===== src/hdl/rac_pkg.sv =====
package rac_pkg;

   // Width of the converted value; bits of the request number above it are ignored.
   localparam int VALUE_WIDTH = 64;

   // Hex digit count, and the working width padded to whole nibbles.
   localparam int HEX_DIGITS = (VALUE_WIDTH + 3) / 4;
   localparam int PAD_W = HEX_DIGITS * 4;

   // Decimal digits needed for the largest value: floor(w * log10(2)) + 1.
   localparam int DEC_DIGITS = (VALUE_WIDTH * 30103) / 100000 + 1;
   localparam int BCD_W = DEC_DIGITS * 4;

   // The counter must hold the longest pass, which is PAD_W.
   localparam int CNT_W = $clog2(PAD_W + 1);

   // Supported bases.
   localparam logic [7:0] BASE_BIN = 8'd2;
   localparam logic [7:0] BASE_DEC = 8'd10;
   localparam logic [7:0] BASE_HEX = 8'd16;

   // ASCII offsets for numerals and for the letters A to F.
   localparam logic [6:0] ASCII_ZERO = 7'd48;
   localparam logic [6:0] ASCII_ALPHA_OFS = 7'd55;

   typedef enum logic [1:0] {
      MODE_BIN,
      MODE_DEC,
      MODE_HEX,
      MODE_ERR
   } mode_type;

   typedef enum logic [2:0] {
      ST_IDLE,
      ST_DABBLE,
      ST_SKIP,
      ST_EMIT,
      ST_ERROR
   } state_type;

   typedef struct packed {
      logic [63:0] number;
      logic [7:0]  radix;
   } req_payload_type;

   typedef struct packed {
      logic [6:0] digit_char;
      logic       last_digit;
      logic       base_error;
   } rsp_payload_type;

   // Commands from the controller to the datapath.
   typedef struct packed {
      logic     load;
      logic     dabble;
      logic     skip;
      logic     emit;
      logic     emit_err;
      mode_type mode;
   } cmd_type;

   // Status from the datapath to the controller.
   typedef struct packed {
      logic top_zero;
      logic cnt_one;
   } sts_type;

   // Maps a digit value to its uppercase ASCII character.
   function automatic logic [6:0] to_ascii(input logic [3:0] d);
      logic [6:0] r;
      if (d > 4'd9) begin
         r = {3'b000, d} + ASCII_ALPHA_OFS;
      end else begin
         r = {3'b000, d} + ASCII_ZERO;
      end
      return r;
   endfunction

   // Decodes the requested base into a conversion mode.
   function automatic mode_type decode_radix(input logic [7:0] radix);
      mode_type m;
      case (radix)
         BASE_BIN: m = MODE_BIN;
         BASE_DEC: m = MODE_DEC;
         BASE_HEX: m = MODE_HEX;
         default:  m = MODE_ERR;
      endcase
      return m;
   endfunction

endpackage


===== src/hdl/rac_datapath.sv =====
module rac_datapath (
   input  logic                     clock,
   input  rac_pkg::cmd_type         cmd,
   input  logic [63:0]              req_number,
   output rac_pkg::sts_type         sts,
   output rac_pkg::rsp_payload_type rsp_payload
);

   logic [rac_pkg::PAD_W-1:0] work_ff, work_in;
   logic [rac_pkg::BCD_W-1:0] bcd_ff, bcd_in;
   logic [rac_pkg::CNT_W-1:0] cnt_ff, cnt_in;
   rac_pkg::rsp_payload_type  out_ff, out_in;

   logic [3:0]                top_digit;
   logic [rac_pkg::BCD_W-1:0] bcd_adj;
   logic [3:0]                nib;

   // Digit at the head of the active register for the current mode.
   always_comb begin
      case (cmd.mode)
         rac_pkg::MODE_HEX: top_digit = work_ff[rac_pkg::PAD_W-1 -: 4];
         rac_pkg::MODE_BIN: top_digit = {3'b000, work_ff[rac_pkg::PAD_W-1]};
         rac_pkg::MODE_DEC: top_digit = bcd_ff[rac_pkg::BCD_W-1 -: 4];
         default:           top_digit = 4'd0;
      endcase
   end

   assign sts.top_zero = (top_digit == 4'd0);
   assign sts.cnt_one  = (cnt_ff == rac_pkg::CNT_W'(1));

   // Add-3 correction on every BCD digit before the next shift.
   always_comb begin
      for (int i = 0; i < rac_pkg::DEC_DIGITS; i++) begin
         nib = bcd_ff[i*4 +: 4];
         bcd_adj[i*4 +: 4] = (nib >= 4'd5) ? nib + 4'd3 : nib;
      end
   end

   // Next values of the working registers.
   always_comb begin
      work_in = work_ff;
      bcd_in  = bcd_ff;
      cnt_in  = cnt_ff;
      out_in  = out_ff;
      if (cmd.load) begin
         work_in = rac_pkg::PAD_W'(req_number[rac_pkg::VALUE_WIDTH-1:0]);
         bcd_in  = '0;
         case (cmd.mode)
            rac_pkg::MODE_HEX: cnt_in = rac_pkg::CNT_W'(rac_pkg::HEX_DIGITS);
            default:           cnt_in = rac_pkg::CNT_W'(rac_pkg::PAD_W);
         endcase
      end else if (cmd.dabble) begin
         // One double-dabble step: shift the next value bit into the BCD word.
         bcd_in  = {bcd_adj[rac_pkg::BCD_W-2:0], work_ff[rac_pkg::PAD_W-1]};
         work_in = {work_ff[rac_pkg::PAD_W-2:0], 1'b0};
         cnt_in  = sts.cnt_one ? rac_pkg::CNT_W'(rac_pkg::DEC_DIGITS)
                               : cnt_ff - rac_pkg::CNT_W'(1);
      end else if (cmd.skip || cmd.emit) begin
         // Drop the head digit, whether it is a leading zero or being sent.
         case (cmd.mode)
            rac_pkg::MODE_HEX: work_in = {work_ff[rac_pkg::PAD_W-5:0], 4'd0};
            rac_pkg::MODE_BIN: work_in = {work_ff[rac_pkg::PAD_W-2:0], 1'b0};
            rac_pkg::MODE_DEC: bcd_in  = {bcd_ff[rac_pkg::BCD_W-5:0], 4'd0};
            default:           work_in = work_ff;
         endcase
         cnt_in = cnt_ff - rac_pkg::CNT_W'(1);
      end
      if (cmd.emit) begin
         out_in.digit_char = rac_pkg::to_ascii(top_digit);
         out_in.last_digit = sts.cnt_one;
         out_in.base_error = 1'b0;
      end else if (cmd.emit_err) begin
         out_in.digit_char = 7'd0;
         out_in.last_digit = 1'b1;
         out_in.base_error = 1'b1;
      end
   end

   always_ff @(posedge clock) begin
      work_ff <= work_in;
      bcd_ff  <= bcd_in;
      cnt_ff  <= cnt_in;
      out_ff  <= out_in;
   end

   assign rsp_payload = out_ff;

endmodule


===== src/hdl/rac_controller.sv =====
module rac_controller (
   input  logic             clock,
   input  logic             reset,
   input  logic             req_valid,
   input  logic [7:0]       req_radix,
   output logic             req_stall,
   output logic             rsp_valid,
   input  logic             rsp_stall,
   output rac_pkg::cmd_type cmd,
   input  rac_pkg::sts_type sts
);

   rac_pkg::state_type state_ff, state_in;
   rac_pkg::mode_type  mode_ff, mode_in;
   logic               rsp_valid_ff, rsp_valid_in;
   logic               slot_free;

   // The output register can take a new result when empty or being drained.
   assign slot_free = !rsp_valid_ff || !rsp_stall;

   always_ff @(posedge clock) begin
      if (reset) begin
         state_ff     <= rac_pkg::ST_IDLE;
         mode_ff      <= rac_pkg::MODE_ERR;
         rsp_valid_ff <= 1'b0;
      end else begin
         state_ff     <= state_in;
         mode_ff      <= mode_in;
         rsp_valid_ff <= rsp_valid_in;
      end
   end

   // Next state and datapath commands.
   always_comb begin
      state_in     = state_ff;
      mode_in      = mode_ff;
      req_stall    = 1'b1;
      cmd          = '0;
      cmd.mode     = mode_ff;
      rsp_valid_in = rsp_stall ? rsp_valid_ff : 1'b0;
      case (state_ff)
         rac_pkg::ST_IDLE: begin
            req_stall = 1'b0;
            cmd.mode  = rac_pkg::decode_radix(req_radix);
            if (req_valid) begin
               cmd.load = 1'b1;
               mode_in  = cmd.mode;
               case (cmd.mode)
                  rac_pkg::MODE_HEX: state_in = rac_pkg::ST_EMIT;
                  rac_pkg::MODE_BIN: state_in = rac_pkg::ST_SKIP;
                  rac_pkg::MODE_DEC: state_in = rac_pkg::ST_DABBLE;
                  default:           state_in = rac_pkg::ST_ERROR;
               endcase
            end
         end
         rac_pkg::ST_DABBLE: begin
            cmd.dabble = 1'b1;
            if (sts.cnt_one) begin
               state_in = rac_pkg::ST_SKIP;
            end
         end
         rac_pkg::ST_SKIP: begin
            // Leading zeros go, but the final digit always stays.
            if (sts.top_zero && !sts.cnt_one) begin
               cmd.skip = 1'b1;
            end else begin
               state_in = rac_pkg::ST_EMIT;
            end
         end
         rac_pkg::ST_EMIT: begin
            if (slot_free) begin
               cmd.emit     = 1'b1;
               rsp_valid_in = 1'b1;
               if (sts.cnt_one) begin
                  state_in = rac_pkg::ST_IDLE;
               end
            end
         end
         rac_pkg::ST_ERROR: begin
            if (slot_free) begin
               cmd.emit_err = 1'b1;
               rsp_valid_in = 1'b1;
               state_in     = rac_pkg::ST_IDLE;
            end
         end
         default: begin
            state_in = rac_pkg::ST_IDLE;
         end
      endcase
   end

   assign rsp_valid = rsp_valid_ff;

   // A dabble pass always hands over to the leading-zero scan.
   a_dabble_to_skip: assert property (@(posedge clock) disable iff (reset)
      (state_ff == rac_pkg::ST_DABBLE && sts.cnt_one) |=> state_ff == rac_pkg::ST_SKIP)
      else $error("dabble pass did not end in the zero scan");

   // A result is only loaded when the output register has room.
   a_no_overwrite: assert property (@(posedge clock) disable iff (reset)
      (cmd.emit || cmd.emit_err) |-> slot_free)
      else $error("result loaded over a stalled result");

endmodule


===== src/hdl/radix_ascii_converter.sv =====
// Radix ASCII converter.
// The request channel (req_valid, req_stall, req_payload) takes a 64-bit
// number and a base. Bases 2 and 10 give digits without leading zeros and at
// least one digit; base 16 gives 16 uppercase digits with leading zeros; any
// other base gives one response with base_error and last_digit set.
// The response channel (rsp_valid, rsp_stall, rsp_payload) carries one ASCII
// digit per response, most significant first, last_digit marking the end.
// One request is converted at a time; req_stall is low only while idle.
// Steps per request: hex loads the request, then emits its digits.
// Binary loads, skips leading zero bits (up to 63), turns to emitting and
// emits its digits.
// Decimal loads, runs a shift-and-add-3 BCD conversion over the whole value,
// skips leading zero digits (up to 19), turns to emitting and emits its digits.
// The leading-zero scan drops one digit a cycle.
// Each response appears in the cycle after its digit is emitted.
// While rsp_stall is high the held response stays and emitting waits.
// Synchronous reset returns to idle and drops any pending response.
module radix_ascii_converter (
   input  logic                     clock,
   input  logic                     reset,
   input  logic                     req_valid,
   output logic                     req_stall,
   input  rac_pkg::req_payload_type req_payload,
   output logic                     rsp_valid,
   input  logic                     rsp_stall,
   output rac_pkg::rsp_payload_type rsp_payload
);

   rac_pkg::cmd_type cmd;
   rac_pkg::sts_type sts;

   rac_controller u_ctrl (
      .clock     (clock),
      .reset     (reset),
      .req_valid (req_valid),
      .req_radix (req_payload.radix),
      .req_stall (req_stall),
      .rsp_valid (rsp_valid),
      .rsp_stall (rsp_stall),
      .cmd       (cmd),
      .sts       (sts)
   );

   rac_datapath u_dp (
      .clock       (clock),
      .cmd         (cmd),
      .req_number  (req_payload.number),
      .sts         (sts),
      .rsp_payload (rsp_payload)
   );

   // Only one request is in flight, so acceptance blocks the next cycle.
   a_one_at_a_time: assert property (@(posedge clock) disable iff (reset)
      (req_valid && !req_stall) |=> req_stall)
      else $error("request accepted during a conversion");

   // An error response is always a lone, terminal response with a zero character.
   a_error_shape: assert property (@(posedge clock) disable iff (reset)
      (rsp_valid && rsp_payload.base_error) |->
         (rsp_payload.last_digit && rsp_payload.digit_char == 7'd0))
      else $error("malformed error response");

   // Every normal response carries a numeral or an uppercase A to F.
   a_char_range: assert property (@(posedge clock) disable iff (reset)
      (rsp_valid && !rsp_payload.base_error) |->
         ((rsp_payload.digit_char >= 7'd48 && rsp_payload.digit_char <= 7'd57) ||
          (rsp_payload.digit_char >= 7'd65 && rsp_payload.digit_char <= 7'd70)))
      else $error("digit character out of range");

endmodule


===== config.mk =====
export PLATFORM = sky130hd
export DESIGN_NAME = radix_ascii_converter
export DESIGN_NICKNAME = d
export VERILOG_FILES = /design/src/hdl/rac_pkg.sv /design/src/hdl/rac_datapath.sv /design/src/hdl/rac_controller.sv /design/src/hdl/radix_ascii_converter.sv
export SDC_FILE = /design/constraint.sdc
export NUM_CORES = 1
export LEC_CHECK = 0
export ABC_AREA = 1
export ABC_CLOCK_PERIOD_IN_PS = 7000
export BUFFER_PORTS_ARGS = -buffer_cell sky130_fd_sc_hd__buf_2
export CORE_UTILIZATION = 55
export DETAILED_ROUTE_END_ITERATION = 10
export PLACE_DENSITY = 0.86
export SKIP_CTS_REPAIR_TIMING = 1
export SLEW_MARGIN = 10
export SYNTH_ARGS = -nofsm -noshare
export SYNTH_HDL_FRONTEND = slang
export SYNTH_SLANG_ARGS = --single-unit

===== constraint.sdc =====
create_clock -name clock -period 7 [get_ports clock]
set_input_delay 0.7 -clock clock [delete_from_list [all_inputs] [get_ports clock]]
set_output_delay 0.7 -clock clock [all_outputs]
set_load 0.01 [all_outputs]

Yosys cells after proc, flatten, opt, wreduce, memory -nomap -nowiden
Index checks and enable logic that the tools add are counted.
Cells by class
  $add $sub $neg: 23
  $mul: 0
  div/mod/pow operators: 0
  magnitude comparators: 21
  equality and inequality tests: 18
  shift-type cells: 0
  mux-type cells: 59
  bitwise gates (word level): 0
  reduce and logical (&&, ||, !) cells: 20
Operators by type and width (count)
  two-way mux 80 bit: 3
  two-way mux 64 bit: 3
  case mux 64 bit (2 select lines): 1
  >= comparator 4 x 3 -> 1 bit, second input constant: 20
  adder 4 x 2 -> 4 bit, second input constant: 19
  two-way mux 4 bit: 19
  two-way mux 7 bit: 6
  two-way mux 3 bit: 7
  two-way mux 9 bit: 2
  case mux 3 bit (5 select lines): 1
  adder 4 x 6 -> 7 bit, second input constant: 2
  two-way mux 1 bit: 12
  case mux 4 bit (3 select lines): 1
  case mux 3 bit (3 select lines): 1
  == test 8 x 2 -> 1 bit, second input constant: 1
  == test 8 x 4 -> 1 bit, second input constant: 1
  == test 8 x 5 -> 1 bit, second input constant: 1
  != test 2 x 1 -> 1 bit, second input constant: 4
  == test 7 x 1 -> 1 bit, second input constant: 1
  subtractor 7 x 1 -> 7 bit, second input constant: 1
  == test 3 x 2 -> 1 bit, second input constant: 2
  case mux 2 bit (3 select lines): 1
  AND reduction 2 bit: 3
  AND reduction 6 bit: 1
  18 further kinds: 28
Storage, ports and cells
  register bits: 166
  bits in latches: 0
  bits in writable memories: 0
  memory bits (read-only): 0
  input bits: 76
  output and inout port bits: 11
  logic and storage cells: 150
  memories kept: 0

Longest topological paths before layout
  depth after elaboration: 14
  gate-level depth with buffers: 25
  mapped depth without buffers: 24

By module
From an unflattened synthesis, not the netlist that was laid out.
Second synthesis, totals
  cells, all modules: 1447
  area total of the unflattened synthesis: 10273.6 µm²
By module, submodules not included
  rac_datapath: times used 1, cells an instance 1355, area each 9778.1 µm², sequential area each 3993.8 µm²
  rac_controller: times used 1, cells an instance 92, area each 495.5 µm², sequential area each 120.1 µm²

Worst setup path after synthesis
No wires, ideal clock.
  path type: input to register
  from: input req_payload[4] (netlist name)
  to: register u_dp.work_ff[0] (netlist name), enable pin
  setup time: 574 ps
  arrival: 7080 ps
  required time: 6426 ps
  path slack: -654 ps
  cell stages on the path: 19
  buffers on the path: 0
  path through: inv_1 -> nand2_1 -> nor2_2 -> nand3b_1 -> ha_1 -> nand2_2 -> nand2_1 -> nand2_1 -> nand2_1 -> nand2_1 -> o21ai_0 -> a21oi_1 -> ha_1 -> nand2_1 -> nor2_1 -> nand3_1 -> o21ai_2 -> inv_1 -> o21ai_0
Between the ends
  word-level cells in the longest chain between the ends: 13
  elaborated cells between the ends (all ways): 18
  those cells by class: 5 x eq/ne; 6 x mux; 7 x reduce/logical
RTL lines
  start: declaration: line radix_ascii_converter.sv:23  | input rac_pkg::req_payload_type req_payload,
  == test 8 x 5 -> 1 bit (tied with other cells): line rac_pkg.sv:82  | case (radix)
  case mux 2 bit (3 select lines) *: line rac_pkg.sv:82
  two-way mux 2 bit * (2 in a row): line rac_controller.sv:41  | case (state_ff)
  == test 2 x 1 -> 1 bit (tied with other cells): line rac_datapath.sv:20  | case (cmd.mode)
  case mux 4 bit (3 select lines): line rac_datapath.sv:20
  zero test 4 bit: line rac_datapath.sv:28  | assign sts.top_zero = (top_digit == 4'd0);
  logical AND 1 bit: line rac_controller.sv:64  | if (sts.top_zero && !sts.cnt_one) begin
  two-way mux 1 bit: line rac_controller.sv:64
  two-way mux 1 bit: line rac_controller.sv:41
  logical OR 1 bit: line rac_datapath.sv:58  | end else if (cmd.skip || cmd.emit) begin
  nonzero test 3 bit (no line)
  AND reduction 2 bit (no line) *
  end signal: assignment: line rac_datapath.sv:80  | work_ff <= work_in;
  end: declaration: line rac_datapath.sv:9  | logic [rac_pkg::PAD_W-1:0] work_ff, work_in;
Every way passes the cells marked *; elsewhere a longest branch is shown, timed or not. The select of a mux whose other input is x is not followed.
A chain may end at the register's enable or synchronous reset.

Worst setup path after layout
  from: input req_payload[7] (netlist name)
  to: register u_dp.bcd_ff[7] (netlist name)
Between the ends
  word-level cells in the longest chain between the ends: 13
  elaborated cells between the ends (all ways): 18
  those cells by class: 5 x eq/ne; 6 x mux; 7 x reduce/logical
RTL lines
  == test 8 x 5 -> 1 bit (tied with other cells): line rac_pkg.sv:82
  case mux 2 bit (3 select lines) *: line rac_pkg.sv:82
  two-way mux 2 bit * (2 in a row): line rac_controller.sv:41
  == test 2 x 1 -> 1 bit (tied with other cells): line rac_datapath.sv:20, rac_datapath.sv:60
  case mux 4 bit (3 select lines): line rac_datapath.sv:20
  zero test 4 bit: line rac_datapath.sv:28
  logical AND 1 bit: line rac_controller.sv:64
  two-way mux 1 bit: line rac_controller.sv:64
  two-way mux 1 bit: line rac_controller.sv:41
  logical OR 1 bit: line rac_datapath.sv:58
  nonzero test 2 bit (no line)
  AND reduction 2 bit (no line) *
  end signal: assignment: line rac_datapath.sv:81  | bcd_ff <= bcd_in;
  end: declaration: line rac_datapath.sv:10  | logic [rac_pkg::BCD_W-1:0] bcd_ff, bcd_in;
Marked as above.

==> results_dict.tcl <==
set metrics [dict create \
    nets 1657 \
    crit_path_end_kind "register" \
    ioPinCount 87 \
    dpl.hpwl_um 14200 \
    routed_via_density 5.51 \
    cts.sinks 166 \
    clockBufferDepth 2 \
    worstMarginPinSlew_ps 1210 \
    dieArea_mm2 0.0196 \
    required_ps 7330 \
    max_freq_mhz 235 \
    critPathArrivalTime_ps 4580 \
    fin_skew_ps 13.5 \
    cts_root_buf "clkbuf_16" \
    synth_cell_types 36 \
    drcViolationCount 0 \
    die_y_um 140 \
    synth-edff-count 79 \
    yosysSeqAreaShare_pct 39.3 \
    worstSkewPairLatency_ps 450 \
    grt_pass1_wl_um 39100 \
    drv_slew 0 \
    p_per_area_mw_per_mm2 434 \
    areaGrowthSynthToFinish_pct 9.60 \
    critPathKind "primary input to register" \
    grt_overflow 0 \
    cp_cell_sequence "buf_2 -> inv_2 -> nand2_1 -> nor2_1 -> nand3_1 -> ha_1 -> nand2_2 -> nand2_1 -> nand2_1 -> nand2_1 -> nor2_1 -> inv_1 -> o22ai_1 -> inv_1 -> ha_1 -> nand2_1 -> nor2_1 -> nand3_1 -> o21ai_2 -> nand2_2 -> nand2_2 -> nor2_1 -> nor2_1" \
    status "complete, no violations" \
    cpMaxStageDelayCell "nand2_2" \
    wl_um 23500 \
    cp_max_fo 57 \
    critPathTopFamily "simple AND/OR/NAND/NOR gates" \
    syn_inst 1499 \
    cp_slowest_stage_delay_ps 820 \
    syn_area_mm2 0.0105 \
    n_antenna_cell 0 \
    async_flop_share_pct 0 \
    gp_congestion 0.800 \
    cts_tree "yes" \
    grt_setup_unrepaired "false" \
    initial_utilization_pct 56.0 \
    maxCapViolations 0 \
    min_period_over_period_pct 60.7 \
    die_x_um 140 \
    htree_levels 4 \
    post_drt_wl_per_cell_um 13.2 \
    peakVddDrop_mv 0.295 \
    cts_made_buffers 17 \
    yosysWarnings 0 \
    power.leakage_nw 5.06 \
    port_buffers 86 \
    firstDrtPassIters 6 \
    path_buf_inv 4 \
    num_rows 50 \
    finalHoldViolations 0 \
    post-route-min-period_ps 4250 \
    syn_area_per_cell_um2 6.98 \
    clk_transition_reported_paths_ps 70 \
    relSlewSlack_pct 18.7 \
    synth_ff_type "dfxtp_1" \
    holdWs_ps 446 \
    drive_gt1_share_pct 10.9 \
    grt_max_degree 119 \
    first_global_vias 8687 \
    num-fill-cells 1611 \
    tns_ps 0 \
    synth_fp_nets 1621 \
    final_util_pct 61.3 \
    grt_antenna_before_repair 0 \
    final_antenna_net_count 0 \
    ys_ff_latch 166 \
    critPathLaunchType "primary input" \
    drt_iter0_drc 932 \
    grtUsageTotal_pct 24.0 \
    hold_class "register to register" \
    vias 9823 \
    setup_violations 0 \
    core_area_mm2 0.0187 \
]
[where the power goes]
| part | total [W] | internal [W] | switching (W) |
|---|---|---|---|
| Combinational | 0.00219 | 0.000714 | 0.00147 |
| Clock | 0.000928 | 0.000476 | 0.000452 |
| Sequential | 0.00187 | 0.00158 | 0.000293 |
| Total | 0.00498 | 0.00277 | 0.00222 |
[worst paths after layout]
check	from	slack, ps	to	cells after the start
setup / recovery	req_payload[7]	2750	u_dp.bcd_ff[7]	23
hold / removal	u_dp.rsp_payload[0]	450	u_dp.rsp_payload[0]	2
setup reg to reg	u_ctrl.state_ff[0]	3080	u_dp.bcd_ff[7]	19
hold reg to reg	u_dp.rsp_payload[0]	450	u_dp.rsp_payload[0]	2
[stage by stage]
stage | setup slack, ps | total power [W] | area (um2) | cells
2_1_floorplan | 1070 | 0.00356 | 10500 | 1499
3_3_place_gp | 2480 | 0.00392 | 10900 | 1750
3_5_place_dp | 2340 | 0.00402 | 10900 | 1750
4_1_cts | 2770 | 0.00497 | 11500 | 1782
5_1_grt | 2300 | 0.00539 | 11500 | 1782
6_report | 2750 | 0.00498 | 11500 | 1782
[cell families (layout without fill, tap and decap cells)]
family / count (synthesis) / count (layout) / synth area share (%)
flops: 166 / 166 / 39.3
simple gates: 664 / 664 / 26.1
fa+ha+maj: 46 / 46 / 5.50
buf+inv: 274 / 323 / 10.7
compound gates: 340 / 340 / 17.6
xor+xnor: 9 / 9 / 0.753
[cell usage after synthesis (2+ instances only)]
library cell	n	share of area, %
inv_2	11	0.39
or2_2	11	0.66
ha_1	46	5.5
clkbuf_1	36	1.3
o21ai_0	180	8.6
a31oi_1	7	0.42
a21oi_1	93	4.4
nor2_2	2	0.12
edfxtp_1	79	23
nand2_2	9	0.54
nor2_1	267	9.6
buf_2	14	0.67
buf_6	10	1.1
nand3_2	2	0.19
nand2_1	249	8.9
o22ai_1	21	1.3
a22oi_1	22	1.6
a32oi_1	9	0.75
a211oi_1	3	0.22
nand3_1	116	5.5
or2_1	2	0.12
xor2_1	6	0.50
inv_1	185	6.6
buf_1	17	0.61
nand3b_1	3	0.22
dfxtp_1	87	17
xnor2_1	3	0.25
[cell type report]
type	instances	area (um2)	area share, %
multi-input cells	1059	5260	45.9
repair buffers	94	490	4.28
inverters	197	741	6.46
clock buffers	17	425	3.71
clock inverters	15	148	1.29
flip-flops and latches	166	4110	35.9
well taps	234	293	2.55
[sequential cells by signal, summed over array words and instances, names as in the netlist]
signal and flops:
u_ctrl.mode_ff 2, u_ctrl.rsp_valid 1, u_ctrl.state_ff 3, u_dp.bcd_ff 80, u_dp.cnt_ff 7, u_dp.rsp_payload 9
u_dp.work_ff 64
[routing by layer]
metal	global-route usage, %	part of all wire (%)	vias to the layer above
li1	-	-	4971
met1	31.6	45	4518
met2	40.6	48	317
met3	3.69	5.8	17
met4	7.69	0.96	0
met5	0	0	-
[cell usage in the layout, fill, tap and decap left out, types with 2 or more instances in the layout]
cell type	netlist	layout
a211oi_1	3	3
a21oi_1	93	93
a22oi_1	22	22
a31oi_1	7	7
a32oi_1	9	9
buf_2	14	86
buf_4	0	8
clkbuf_16	0	17
dfxtp_1	87	87
edfxtp_1	79	79
ha_1	46	46
inv_1	185	185
inv_2	11	11
inv_6	0	8
inv_8	0	4
nand2_1	249	247
nand2_2	9	10
nand3_1	116	116
nand3_2	2	2
nand3b_1	3	3
nor2_1	267	266
nor2_2	2	2
nor2_4	1	2
o21ai_0	180	179
o22ai_1	21	21
or2_1	2	2
or2_2	11	11
xnor2_1	3	3
xor2_1	6	6
[worst min-delay path, stage by stage, from the launching register on]
cell and delay [ps]:
dfxtp_1 310, inv_1 40, a21oi_1 50
(Power assumes the default switching activity.)
